[config.mk]
export PLATFORM = sky130hd
export DESIGN_NAME = mbr_scan
export DESIGN_NICKNAME = d
export VERILOG_FILES = /design/src/mbr_pkg.sv /design/src/mbr_scan.sv
export SDC_FILE = /design/constraint.sdc
export NUM_CORES = 1
export LEC_CHECK = 0
export BUFFER_PORTS_ARGS = -buffer_cell sky130_fd_sc_hd__buf_2
export CAP_MARGIN = 30
export CORE_MARGIN = 4
export CORE_UTILIZATION = 61
export CTS_CLUSTER_SIZE = 25
export DETAILED_ROUTE_END_ITERATION = 6
export PLACE_DENSITY = 0.88
export SLEW_MARGIN = 10
export SYNTH_ARGS = -nofsm -noshare
export SYNTH_HDL_FRONTEND = slang
export SYNTH_SLANG_ARGS = --single-unit
export TNS_END_PERCENT = 1
[constraint.sdc]
create_clock -name clock -period 14.13 [get_ports clock]
set_clock_uncertainty 0.15 [all_clocks]
set_input_delay 3.5325 -clock clock [delete_from_list [all_inputs] [get_ports clock]]
set_output_delay 3.5325 -clock clock [all_outputs]
set_load 0.01 [all_outputs]
[src/mbr_pkg.sv]
// ----------------------------------------------------------------------------
// mbr_pkg
// Shared types, constants and helpers of the 2x2 mipmap box reducer.
// ----------------------------------------------------------------------------
package mbr_pkg;

   localparam int MAX_WIDTH   = 4096;
   localparam int MAX_HEIGHT  = 4096;
   localparam int STORE_DEPTH = MAX_WIDTH / 2;
   localparam int IDX_W       = $clog2(STORE_DEPTH);
   localparam int CNT_W       = 12;
   localparam int DIM_W       = 13;
   localparam int PIX_W       = 32;
   localparam int CH_W        = 8;
   localparam int SUM_W       = CH_W + 1;
   localparam int ADDR_W      = 3;
   localparam int DATA_W      = 32;

   localparam logic [DIM_W-1:0] WIDTH_RESET  = DIM_W'(256);
   localparam logic [DIM_W-1:0] HEIGHT_RESET = DIM_W'(256);
   localparam logic [DIM_W-1:0] DIM_MIN      = DIM_W'(2);

   // register index = paddr[2]
   localparam logic REG_WIDTH  = 1'b0;
   localparam logic REG_HEIGHT = 1'b1;

   typedef struct packed {
      logic [CH_W-1:0]  amax;
      logic [SUM_W-1:0] asum;
      logic [SUM_W-1:0] bsum;
      logic [SUM_W-1:0] gsum;
      logic [SUM_W-1:0] rsum;
   } entry_type;

   localparam int ENTRY_W = $bits(entry_type);

   typedef struct packed {
      logic [DIM_W-1:0] width;
      logic [DIM_W-1:0] height;
   } dims_type;

   typedef struct packed {
      logic             col_odd;
      logic             emit;
      logic             store_wr;
      logic             last;
      logic [IDX_W-1:0] idx;
      entry_type        entry;
   } scan_info_type;

   function automatic logic [DIM_W-1:0] even_clamp(input logic [DIM_W-1:0] v,
                                                   input logic [DIM_W-1:0] hi);
      logic [DIM_W-1:0] e;
      e = {v[DIM_W-1:1], 1'b0};
      if (e < DIM_MIN) begin
         e = DIM_MIN;
      end
      if (e > hi) begin
         e = hi;
      end
      return e;
   endfunction

endpackage

[src/mbr_scan.sv]
// ----------------------------------------------------------------------------
// mbr_scan
// Raster position counters, pair hold and horizontal pair sums.
// ----------------------------------------------------------------------------
module mbr_scan (
   input  logic                      clock,
   input  logic                      reset,
   input  logic                      accept,
   input  logic [mbr_pkg::PIX_W-1:0] pixel,
   input  mbr_pkg::dims_type         dims,
   output mbr_pkg::scan_info_type    info
);

   logic [mbr_pkg::CNT_W-1:0] col_ff,  col_in;
   logic [mbr_pkg::CNT_W-1:0] row_ff,  row_in;
   logic [mbr_pkg::PIX_W-1:0] hold_ff, hold_in;

   logic                      wrap_c;
   logic [mbr_pkg::CNT_W-1:0] col_now;
   logic [mbr_pkg::DIM_W-1:0] row_pre;
   logic [mbr_pkg::CNT_W-1:0] row_now;
   logic [mbr_pkg::DIM_W-1:0] col_inc;
   logic [mbr_pkg::DIM_W-1:0] row_inc;
   logic [mbr_pkg::CH_W-1:0]  a0, a1;

   always_comb begin
      wrap_c  = {1'b0, col_ff} >= dims.width;
      col_now = wrap_c ? '0 : col_ff;
      row_pre = wrap_c ? {1'b0, row_ff} + 1'b1 : {1'b0, row_ff};
      row_now = (row_pre >= dims.height) ? '0 : row_pre[mbr_pkg::CNT_W-1:0];
      col_inc = {1'b0, col_now} + 1'b1;
      row_inc = {1'b0, row_now} + 1'b1;

      if (col_inc >= dims.width) begin
         col_in = '0;
         row_in = (row_inc >= dims.height) ? '0 : row_inc[mbr_pkg::CNT_W-1:0];
      end else begin
         col_in = col_inc[mbr_pkg::CNT_W-1:0];
         row_in = row_now;
      end

      hold_in = col_now[0] ? hold_ff : pixel;

      a0 = hold_ff[31:24];
      a1 = pixel[31:24];
      info.col_odd    = col_now[0];
      info.emit       = col_now[0] && row_now[0];
      info.store_wr   = col_now[0] && !row_now[0];
      info.last       = (col_inc == dims.width) && (row_inc == dims.height);
      info.idx        = col_now[mbr_pkg::CNT_W-1:1];
      info.entry.rsum = {1'b0, hold_ff[7:0]}   + {1'b0, pixel[7:0]};
      info.entry.gsum = {1'b0, hold_ff[15:8]}  + {1'b0, pixel[15:8]};
      info.entry.bsum = {1'b0, hold_ff[23:16]} + {1'b0, pixel[23:16]};
      info.entry.asum = {1'b0, a0} + {1'b0, a1};
      info.entry.amax = (a0 > a1) ? a0 : a1;
   end

   always_ff @(posedge clock) begin
      if (reset) begin
         col_ff <= '0;
         row_ff <= '0;
      end else if (accept) begin
         col_ff <= col_in;
         row_ff <= row_in;
      end
   end

   always_ff @(posedge clock) begin
      if (accept) begin
         hold_ff <= hold_in;
      end
   end

   a_last_wraps: assert property (@(posedge clock) disable iff (reset)
      accept && info.last |=> col_ff == '0 && row_ff == '0)
      else $error("counters not cleared after last word");

   a_hold_load: assert property (@(posedge clock) disable iff (reset)
      accept && !info.col_odd |=> hold_ff == $past(pixel))
      else $error("pair hold not loaded on even column");

   a_last_emits: assert property (@(posedge clock) disable iff (reset)
      accept && info.last |-> info.emit)
      else $error("last flag on a word that gives no output");

endmodule

== After elaboration in Yosys (flattened, before gate mapping) ==
Cells that the tools add are included.
Word-level totals
  word-level logic and storage cells: 30
  bits in read-only memories: 0
  memory bits (writable): 0
  bits in latches: 0
  output and inout bits: 59
  register bits: 56
  memories: 0
  input bits: 61
Operators by class
  shift-type cells: 0
  reductions and logical operators: 5
  bitwise gates (word level): 1
  muxes and demuxes: 7
  $add $sub $neg: 7
  multiply operators: 0
  $lt $le $gt $ge: 5
  equal/unequal tests: 2
  divide/modulo/power cells: 0
Operators with widths (count)
  12-bit two-way mux: 5
  12-bit by 1-bit adder with 13-bit output (second input constant): 3
  13-bit >= comparator: 3
  8-bit by 8-bit adder with 9-bit output: 4
  13-bit equality test: 2
  12-bit by 13-bit >= comparator with 1-bit output: 1
  13-bit two-way mux: 1
  8-bit greater-than comparator: 1
  8-bit two-way mux: 1
  1-bit logical AND: 3
  2-bit AND reduction: 1
  1-bit zero test: 1
  1-bit NOT: 1

== Logic depth before layout (Yosys ltp) ==
Gate-level depths: netlist (run 1).
  depth after elaboration: 8
  depth in mapped cells: 29
  mapped depth without buffers: 26

== Least setup slack after synthesis (run 1) ==
Ideal clock, no wire load.
  path type: input to output
  start: input port dims[23] in the netlist's numbering
  end: output port info[55] in the netlist's numbering
  arrival: 7.834 ns
  cell stages on the path: 23
  path buffers: 1
  path slack: 2.613 ns
  data required time: 10.448 ns
  cells stage by stage: inv_1 -> ha_1 -> a211o_1 -> o211ai_1 -> o211ai_2 -> o21ai_2 -> nor2_1 -> xnor2_1 -> inv_1 -> ha_1 -> nand2_1 -> nor2_1 -> a211oi_1 -> o21ai_0 -> a21o_1 -> clkbuf_1 -> a21oi_1 -> nand3_1 -> xnor2_1 -> ha_1 -> nand3_1 -> or4_1 -> nor2_1
RTL lines
  start, declared: RTL line mbr_scan.sv:10  | input mbr_pkg::dims_type dims,
  end, declared: RTL line mbr_scan.sv:11  | output mbr_pkg::scan_info_type info

==> results of run 1 <==
worst paths after layout:
path | start | end | slack (ns) | cells after the start
max | dims[23] | info[55] | 1.37 | 24
min reg2reg | row_ff[7] | row_ff[7] | 0.37 | 2
min | row_ff[7] | row_ff[7] | 0.37 | 2
max reg2reg | col_ff[10] | row_ff[4] | 7.17 | 24
logic make-up after synthesis:
family	Yosys count	share of synthesized area
adder cells (fa/ha/maj)	97	0.2246
AND/OR/NAND/NOR	192	0.1751
flip-flops	56	0.2603
multiplexers	3	0.006553
AO/OA/AOI/OAI	152	0.1781
XOR/XNOR	53	0.08994
buffers and inverters	95	0.06531
flip-flops by register name (all words and copies together), names as in the netlist:
| signal | cells |
|---|---|
| col_ff | 12 |
| row_ff | 12 |
| hold_ff | 32 |
metal layers:
layer	global-route usage	vias to the layer above	wire, µm
met5	0	-	0
met2	0.4632	221	6630
met3	0.02884	26	1156
li1	-	2507	-
met4	0.05876	0	205
met1	0.3073	2294	5587
worst min-delay path: cells and delay by family, from the launching register on:
family	cells	cell delay, ns
flops	1	0.35
simple gates	2	0.14
layout by cell type (no fill, tap or decap), types with 8 or more instances in the layout:
cell type,netlist,layout
a21o_1,17,17
a21oi_1,58,58
and2_1,14,14
buf_2,1,119
dfxtp_1,24,24
edfxtp_1,32,32
ha_1,93,93
inv_1,78,78
nand2_1,42,42
nand3_1,23,23
nand4_1,8,8
nor2_1,52,51
nor3_1,15,15
o21ai_0,21,21
o21bai_1,13,13
xnor2_1,29,29
xor2_1,21,21
power groups by stage:
stage	clock, mW	sequential, mW	combinational (mW)
6_report	0.0897	0.187	0.150
5_1_grt	0.0977	0.188	0.168
4_1_cts	0.0918	0.187	0.151
3_5_place_dp	0	0.191	0.150
3_3_place_gp	0	0.190	0.143
2_1_floorplan	0	0.189	0.0971
area by class of cell:
class / instances / share of cell area
multi-input cells: 497 / 0.5938
clock inverters: 2 / 0.001790
repair buffers: 120 / 0.09584
flip-flops and latches: 56 / 0.2291
clock buffers: 6 / 0.01153
inverters: 78 / 0.04653
well taps: 108 / 0.02148
stage by stage:
| step | instances | worst slack [ns] | hold WS [ns] | utilization |
|---|---|---|---|---|
| after floorplan | 648 | 2.613 | 0.3261 | - |
| after global placement | 859 | 1.749 | 0.3435 | 0.7085 |
| after detailed placement | 859 | 1.490 | 0.3513 | 0.7085 |
| after CTS | 867 | 1.464 | 0.3707 | 0.7180 |
| after global routing | 867 | 1.049 | 0.3852 | 0.7180 |
| final | 867 | 1.370 | 0.3727 | 0.7180 |
==> metrics.md, run 1 <==
| Metric | Value |
|---|---|
| Final count of hold timing violations | `0` |
| Pleak | `3.191 nW` |
| Full die area | `10660 µm²` |
| Fill cell count | `687` |
| Initial antenna violation count | `0` |
| Hold-fix buffers at CTS | `0` |
| Yosys top cell by area | `ha_1` |
| Row cnt | `34` |
| Post-Syn Nets | `806` |
| Cell family with most CP delay | `compound AO/OA/AOI/OAI gates` |
| CP Launch Type | `primary input` |
| Footprint of the multi-input gates | `3736 µm²` |
| Pin count of the biggest net entering global routing | `33` |
| Critical Path End Type | `primary output` |
| DP Area | `6208 µm²` |
| Wirelength per Cell | `15.66 µm` |
| Peak VDD IR | `0.04814 mV` |
| RSZ-0062 raised after global routing | `no` |
| Most used DFF post-synth | `edfxtp_1` |
| Count of final setup violators | `0` |
| IO Count | `120` |
| Ranking of synthesized cells by area | `ha_1 21%, edfxtp_1 17%, dfxtp_1 8.7%, inv_1 5.3%, a21oi_1 5.2%` |
| Most common library cells after synthesis | `93 x ha_1, 78 x inv_1, 58 x a21oi_1, 52 x nor2_1, 42 x nand2_1` |
| Die height | `103.3 µm` |
| Clk slew on worst S/H paths | `0.11 ns` |
| Asr flop ratio synth | `0` |
| First-pass GRT wire length | `21630 µm` |
| Switching Share | `0.3451` |
| Critical path buffers and inverters | `4` |
| Logic pwr share | `0.352` |
| Worst slew pin tran | `1.102 ns` |
| Post-layout total power | `0.4270 mW` |
| Hold WC Path Type | `reg -> reg` |
| Drt total wl | `13580 µm` |
| Crit path max fanout | `21` |
| P_sw | `0.1474 mW` |
| Yosys top cell area share | `0.2102` |
| Skew-Pair Late Insertion Delay | `0.31 ns` |
| Slew HR | `0.2558` |
| PortBufs | `119` |
| Final cycle utilization of the critical path | `0.9031` |
| Syn Inst Count | `648` |
| Layout Nets | `916` |
| Outcome | `finished, final reports clean` |
| Flop pwr share | `0.438` |
| Clk root buf | `clkbuf_8` |
| Sinks on Clock Net | `56` |
| Synthesized area | `5537 µm²` |
| Total grt overflow | `0` |
| Max_cap viols | `0` |
| DRC errors left | `0` |
| Sequential area share after synthesis | `0.2603` |
| Clock buffer depth | `2` |
| Initial Util | `0.6318` |
| Final instance area | `6292 µm²` |
| Crit path kind | `in -> out` |
| CTS tree | `yes` |
| Pwr Density | `67.87 nW/µm²` |
| YS warnings | `0` |
| Setup Buffers After CTS | `0` |
| Post-CTS sizing | `0` |
| CP peak stage delay | `0.67 ns` |
| Slew Limit Fails | `0` |
| Die width | `103.3 µm` |
| Area grow syn2layout | `13.65%` |
| Setup TNS | `0 ns` |
| F_max | `78.37 MHz` |
| Worst EP required | `10.45 ns` |
| Clock share of power | `0.210` |
| Routability cong. | `0.8925` |
| FF/Latch Area | `1441 µm²` |
| Layout cell share with drive strength beyond 1 | `0.1884` |
| Vias in the first global route | `4901` |
| Slowest CP cell | `o21ai_2` |
| Number of H-tree levels | `2` |
| Initial DRC Count | `258` |
| Clock buffer count from CTS | `5` |
| Avg Vias per Cell | `5.822` |
| Number of distinct library cells after synthesis | `64` |
| Via Count | `5048` |
| Min Tclk post-route | `12.76 ns` |
| Flip-flop and latch count after synthesis | `56` |
| Most numerous cell in the Yosys netlist | `ha_1` |
| Crit-path cells | `buf_2 -> inv_1 -> ha_1 -> a211o_1 -> o211ai_1 -> o211ai_2 -> o21ai_2 -> nor2_1 -> xnor2_1 -> inv_1 -> ha_1 -> nand2_1 -> nor2_1 -> a211oi_1 -> o21ai_0 -> a21o_1 -> a21oi_1 -> nand3_1 -> xnor2_1 -> ha_1 -> nand3_1 -> or4_1 -> nor2_1 -> buf_2` |
| Post-synth EDFFs | `32` |
| Int Pwr | `0.2796 mW` |
| Dpl hpwl | `10940 µm` |
| Drt first pass iters | `6` |
| Worst EP arrival | `9.08 ns` |
| GRT Util Overall | `0.2494` |
| Std-Cell Core Area | `8763 µm²` |
| Syn_area_per_cell | `8.544 µm²` |
| Diode count | `0` |
| Antenna viol nets, final | `0` |
(Power assumes the default switching activity.)
==> run 2: changes to the inputs <==
CORE_UTILIZATION = 54   (was 61)
PLACE_DENSITY = 0.79   (was 0.88)
==> metrics.md, run 2 (same netlist as run 1, synthesis figures left out) <==
| Metric | Value |
|---|---|
| Outcome | `finished, final reports clean` |
| Initial DRC Count | `344` |
| Worst EP arrival | `9.10 ns` |
| Wirelength per Cell | `15.11 µm` |
| Layout cell share with drive strength beyond 1 | `0.1908` |
| Dpl hpwl | `11020 µm` |
| Most frequent cells in the layout | `119 x buf_2, 93 x ha_1, 78 x inv_1, 58 x a21oi_1, 51 x nor2_1` |
| Min Tclk post-route | `12.78 ns` |
| Final count of hold timing violations | `0` |
| IO Count | `120` |
| WHS | `0.3823 ns` |
| Flop pwr share | `0.437` |
| PortBufs | `119` |
| CP Launch Type | `primary input` |
| Die width | `109.3 µm` |
| Drt first pass iters | `5` |
| Row cnt | `36` |
| First-pass GRT wire length | `21870 µm` |
| Dpl ws | `1.453 ns` |
| Clock share of power | `0.214` |
| DRC errors left | `0` |
| Number of H-tree levels | `2` |
| Skew-Pair Late Insertion Delay | `0.31 ns` |
| Slew Limit Fails | `0` |
| Clock buffer count from CTS | `5` |
| CTS tree | `yes` |
| Avg Vias per Cell | `5.596` |
| Footprint of the multi-input gates | `3736 µm²` |
| Peak VDD IR | `0.03992 mV` |
| Count of final setup violators | `0` |
| Max reg flops | `32` |
| Slew HR | `0.3214` |
| Logic pwr share | `0.349` |
| Drt total wl | `13490 µm` |
| Critical Path End Type | `primary output` |
| GRT Util Overall | `0.2240` |
| Pleak | `3.202 nW` |
| Crit path kind | `in -> out` |
| Initial Util | `0.5613` |
| Hold WC Path Type | `reg -> reg` |
| Final worst slack | `1.348 ns` |
| Setup TNS | `0 ns` |
| FF/Latch Area | `1441 µm²` |
| Total grt overflow | `0` |
| P_sw | `0.1474 mW` |
| Post-layout total power | `0.4286 mW` |
| Area grow syn2layout | `14.49%` |
| Worst EP required | `10.45 ns` |
| Antenna viol nets, final | `0` |
| Sinks on Clock Net | `56` |
| Vias in the first global route | `4780` |
| Pwr Density | `67.62 nW/µm²` |
| Post-CTS sizing | `0` |
| Switching Share | `0.3440` |
| Layout Nets | `917` |
| Worst slew pin tran | `1.018 ns` |
| Clock buffer depth | `2` |
| Int Pwr | `0.2812 mW` |
| Initial antenna violation count | `0` |
| Die height | `109.3 µm` |
| Largest registers | `hold_ff x32, col_ff x12, row_ff x12` |
| Pin count of the biggest net entering global routing | `33` |
| Hold-fix buffers at CTS | `0` |
| Via Count | `4997` |
| Clk root buf | `clkbuf_8` |
| Fill cell count | `828` |
| Setup Buffers After CTS | `0` |
| Std-Cell Core Area | `9864 µm²` |
| Diode count | `0` |
| Max_cap viols | `0` |
| Final cycle utilization of the critical path | `0.9046` |
| Clk slew on worst S/H paths | `0.10 ns` |
| Full die area | `11940 µm²` |
| Most flops, register | `hold_ff` |
| Routability cong. | `0.8698` |
| Most common cell after layout, fill and taps aside | `buf_2` |
| RSZ-0062 raised after global routing | `no` |
| F_max | `78.23 MHz` |
| Crit path max fanout | `21` |
run 2: changes by cell type in the layout (fill, tap and decap cells not counted), sizes merged:
cell,change
buf,+1
clkbuf,-1
clkinv,+1
clkinvlp,-1
inv,+1
run 2: per-stage QoR:
stage	instances	utilization	area [µm²]
2_1_floorplan	648	-	5537
3_3_place_gp	884	0.6325	6240
3_5_place_dp	885	0.6329	6243
4_1_cts	893	0.6426	6339
5_1_grt	893	0.6426	6339
6_report	893	0.6426	6339
run 2: worst paths after layout:
kind | start | endpoint | slack (ns) | depth (start not counted)
min reg2reg | col_ff[7] | col_ff[7] | 0.38 | 2
max | dims[23] | info[55] | 1.35 | 24
min | col_ff[7] | col_ff[7] | 0.38 | 2
max reg2reg | col_ff[0] | row_ff[3] | 7.25 | 27
run 2: area by class of cell:
type / instances / area share
Multi-Input combinational cell: 497 / 0.5894
Sequential cell: 56 / 0.2274
Timing Repair Buffer: 121 / 0.09574
Inverter: 78 / 0.04619
Tap cell: 133 / 0.02625
Clock buffer: 5 / 0.01086
Clock inverter: 3 / 0.004145
run 2: worst max-delay path: stages:
cell      delay, ns
buf_2          0.08
inv_1          0.05
ha_1           0.30
a211o_1        0.29
o211ai_1       0.14
o211ai_2       0.24
o21ai_2        0.66
nor2_1         0.14
xnor2_1        0.36
inv_1          0.14
ha_1           0.29
nand2_1        0.09
nor2_1         0.05
a211oi_1       0.22
o21ai_0        0.11
a21o_1         0.40
a21oi_1        0.38
nand3_1        0.19
xnor2_1        0.18
ha_1           0.31
nand3_1        0.11
or4_1          0.59
nor2_1         0.11
buf_2          0.13
run 2: power groups by stage:
stage                     combinational [mW]  sequential (mW)  clock, mW
after global placement                 0.144            0.190          0
after CTS                              0.150            0.187     0.0945
after detailed placement               0.149            0.191          0
after floorplan                       0.0971            0.189          0
final                                  0.150            0.187     0.0919
after global routing                   0.168            0.188      0.101
run 2: metal layers:
layer / GRT usage / wire length (µm) / vias to the layer above
met3: 0.02368 / 837 / 12
met5: 0 / 0 / -
met1: 0.3010 / 6107 / 2296
li1: - / - / 2516
met2: 0.3930 / 6408 / 173
met4: 0.04096 / 137 / 0
==> run 3: changes to the inputs <==
CORE_ASPECT_RATIO = 1.1   (was not set)
==> metrics.md, run 3 (same netlist as run 1, synthesis figures left out) <==
| Metric | Value |
|---|---|
| Outcome | `finished, final reports clean` |
| Cell family with most CP delay | `compound AO/OA/AOI/OAI gates` |
| Hold path start | `row_ff[7]` |
| Worst EP arrival | `9.02 ns` |
| Most common cell after layout, fill and taps aside | `buf_2` |
| Die height | `114.2 µm` |
| Worst reg2reg startpoint | `col_ff[0]` |
| Wirelength per Cell | `15.83 µm` |
| Drt first pass iters | `4` |
| Fill cell count | `847` |
| RR Endpoint | `row_ff[4]` |
| Initial Util | `0.5572` |
| Largest registers | `hold_ff x32, col_ff x12, row_ff x12` |
| Drt total wl | `13930 µm` |
| CTS tree | `yes` |
| FF/Latch Area | `1441 µm²` |
| Slew HR | `0.2656` |
| Min Tclk post-route | `12.70 ns` |
| Met3 WL | `727 µm` |
| Critical Path End Type | `primary output` |
| Met2 wire length | `7080 µm` |
| Post-CTS sizing | `0` |
| Dpl ws | `1.452 ns` |
| Clk slew on worst S/H paths | `0.11 ns` |
| Initial antenna violation count | `0` |
| Std-Cell Core Area | `9937 µm²` |
| Post-layout total power | `0.4348 mW` |
| Total grt overflow | `0` |
| Pin count of the biggest net entering global routing | `33` |
| Worst slew pin tran | `1.088 ns` |
| Final worst slack | `1.427 ns` |
| Area grow syn2layout | `14.19%` |
| Count of final setup violators | `0` |
| Hold-fix buffers at CTS | `0` |
| Crit path max fanout | `21` |
| Layout Nets | `916` |
| Clock buffer depth | `2` |
| Clock buffer count from CTS | `5` |
| Slowest CP cell | `o21ai_2` |
| Setup Buffers After CTS | `0` |
| DRC errors left | `0` |
| Layout cell share with drive strength beyond 1 | `0.1910` |
| CP Launch Type | `primary input` |
| Crit path kind | `in -> out` |
| Path depth of the worst reg2reg path | `25` |
| Pwr Density | `68.76 nW/µm²` |
| IO Count | `120` |
| Clk root buf | `clkbuf_8` |
| First-pass GRT wire length | `22830 µm` |
| Sinks on Clock Net | `56` |
| GRT Util Overall | `0.2304` |
| CP Launch Point | `dims[23]` |
| Row cnt | `38` |
| Skew-Pair Late Insertion Delay | `0.33 ns` |
| M1 WL | `5850 µm` |
| Worst Hold Depth | `2` |
| Die width | `104.5 µm` |
| Final cycle utilization of the critical path | `0.8990` |
| Hold EP | `row_ff[7]` |
| Critical path buffers and inverters | `4` |
| Most flops, register | `hold_ff` |
| Hold WC Path Type | `reg -> reg` |
| WP depth | `24` |
| Final count of hold timing violations | `0` |
| Pleak | `3.198 nW` |
| RSZ-0062 raised after global routing | `no` |
| F_max | `78.72 MHz` |
| CP peak stage delay | `0.65 ns` |
| Slew Limit Fails | `0` |
| Full die area | `11940 µm²` |
| Most frequent cells in the layout | `119 x buf_2, 93 x ha_1, 78 x inv_1, 58 x a21oi_1, 51 x nor2_1` |
| Worst EP required | `10.45 ns` |
| Max reg flops | `32` |
| Peak VDD IR | `0.04311 mV` |
| Top sig layer | `met4` |
| Avg Vias per Cell | `5.669` |
| WHS | `0.3729 ns` |
| Max_cap viols | `0` |
| PortBufs | `119` |
| Via Count | `4989` |
| Setup TNS | `0 ns` |
| Routability cong. | `0.9020` |
| Number of H-tree levels | `2` |
| Post-route core utilization | `0.6362` |
| Initial DRC Count | `261` |
| Crit-path cells | `buf_2 -> inv_1 -> ha_1 -> a211o_1 -> o211ai_1 -> o211ai_2 -> o21ai_2 -> nor2_1 -> xnor2_1 -> inv_1 -> ha_1 -> nand2_1 -> nor2_1 -> a211oi_1 -> o21ai_0 -> a21o_1 -> a21oi_1 -> nand3_1 -> xnor2_1 -> ha_1 -> nand3_1 -> or4_1 -> nor2_1 -> buf_2` |
| Antenna viol nets, final | `0` |
| Footprint of the multi-input gates | `3736 µm²` |
| Dpl hpwl | `11160 µm` |
| Reg-to-reg slack, setup | `7.11 ns` |
| Vias in the first global route | `5004` |
==> run 3: changes by cell type in the layout (fill, tap and decap cells not counted) <==
| cell | change |
|---|---|
| buf_1 | -1 |
| clkinvlp_4 | +1 |
| clkinv_4 | -1 |
| inv_6 | -1 |
| diode_2 | +1 |
| inv_8 | +1 |
==> run 3: worst max-delay path by stage <==
stage	to
final	info[55]
after global routing	info[55]
after floorplan	info[55]
after CTS	info[55]
after detailed placement	info[55]
after global placement	info[55]
==> run 3: area by class of cell <==
type	instances	share of cell area
clock buffer	5	0.01088
multi-input combinational	497	0.5909
inverter	78	0.04631
timing repair buffer	120	0.09539
antenna	1	0.0003958
sequential	56	0.2280
tap	120	0.02375
clock inverter	3	0.004354
==> run 3: report_power, final <==
part	switching (mW)	total (mW)	internal [mW]
Clock	0.0607	0.0973	0.0366
Sequential	0.00573	0.187	0.181
Combinational	0.0868	0.150	0.0636
Total	0.153	0.435	0.282
==> run 3: per-stage QoR <==
stage | std cells | area, µm²
6_report | 880 | 6322
5_1_grt | 879 | 6320
4_1_cts | 879 | 6320
3_5_place_dp | 871 | 6223
3_3_place_gp | 871 | 6223
2_1_floorplan | 648 | 5537
==> run 3: routing by layer <==
metal  GRT usage  up-vias
li1            -     2509
met1      0.2724     2315
met2      0.4220      143
met3     0.03384       22
met4     0.08777        0
met5           0        -
==> run 3: worst register-to-register path, stage by stage, from the launching register on <==
cell and delay [ns]:
dfxtp_1 0.53, inv_1 0.10, ha_1 0.30, nand2b_1 0.15, a21oi_1 0.25, o31ai_4 0.15, o21ai_2 0.64, nor2_1 0.15
xnor2_1 0.36, inv_1 0.15, ha_1 0.30, nand2_1 0.08, nor2_1 0.04, a211oi_1 0.20, o21ai_0 0.11, a21o_1 0.38
a21oi_1 0.35, nand3_1 0.16, xnor2_1 0.18, ha_1 0.30, a21o_1 0.18, a21oi_1 0.23, o311ai_0 0.40, or3_1 0.54
or2_2 0.30, a311oi_1 0.26
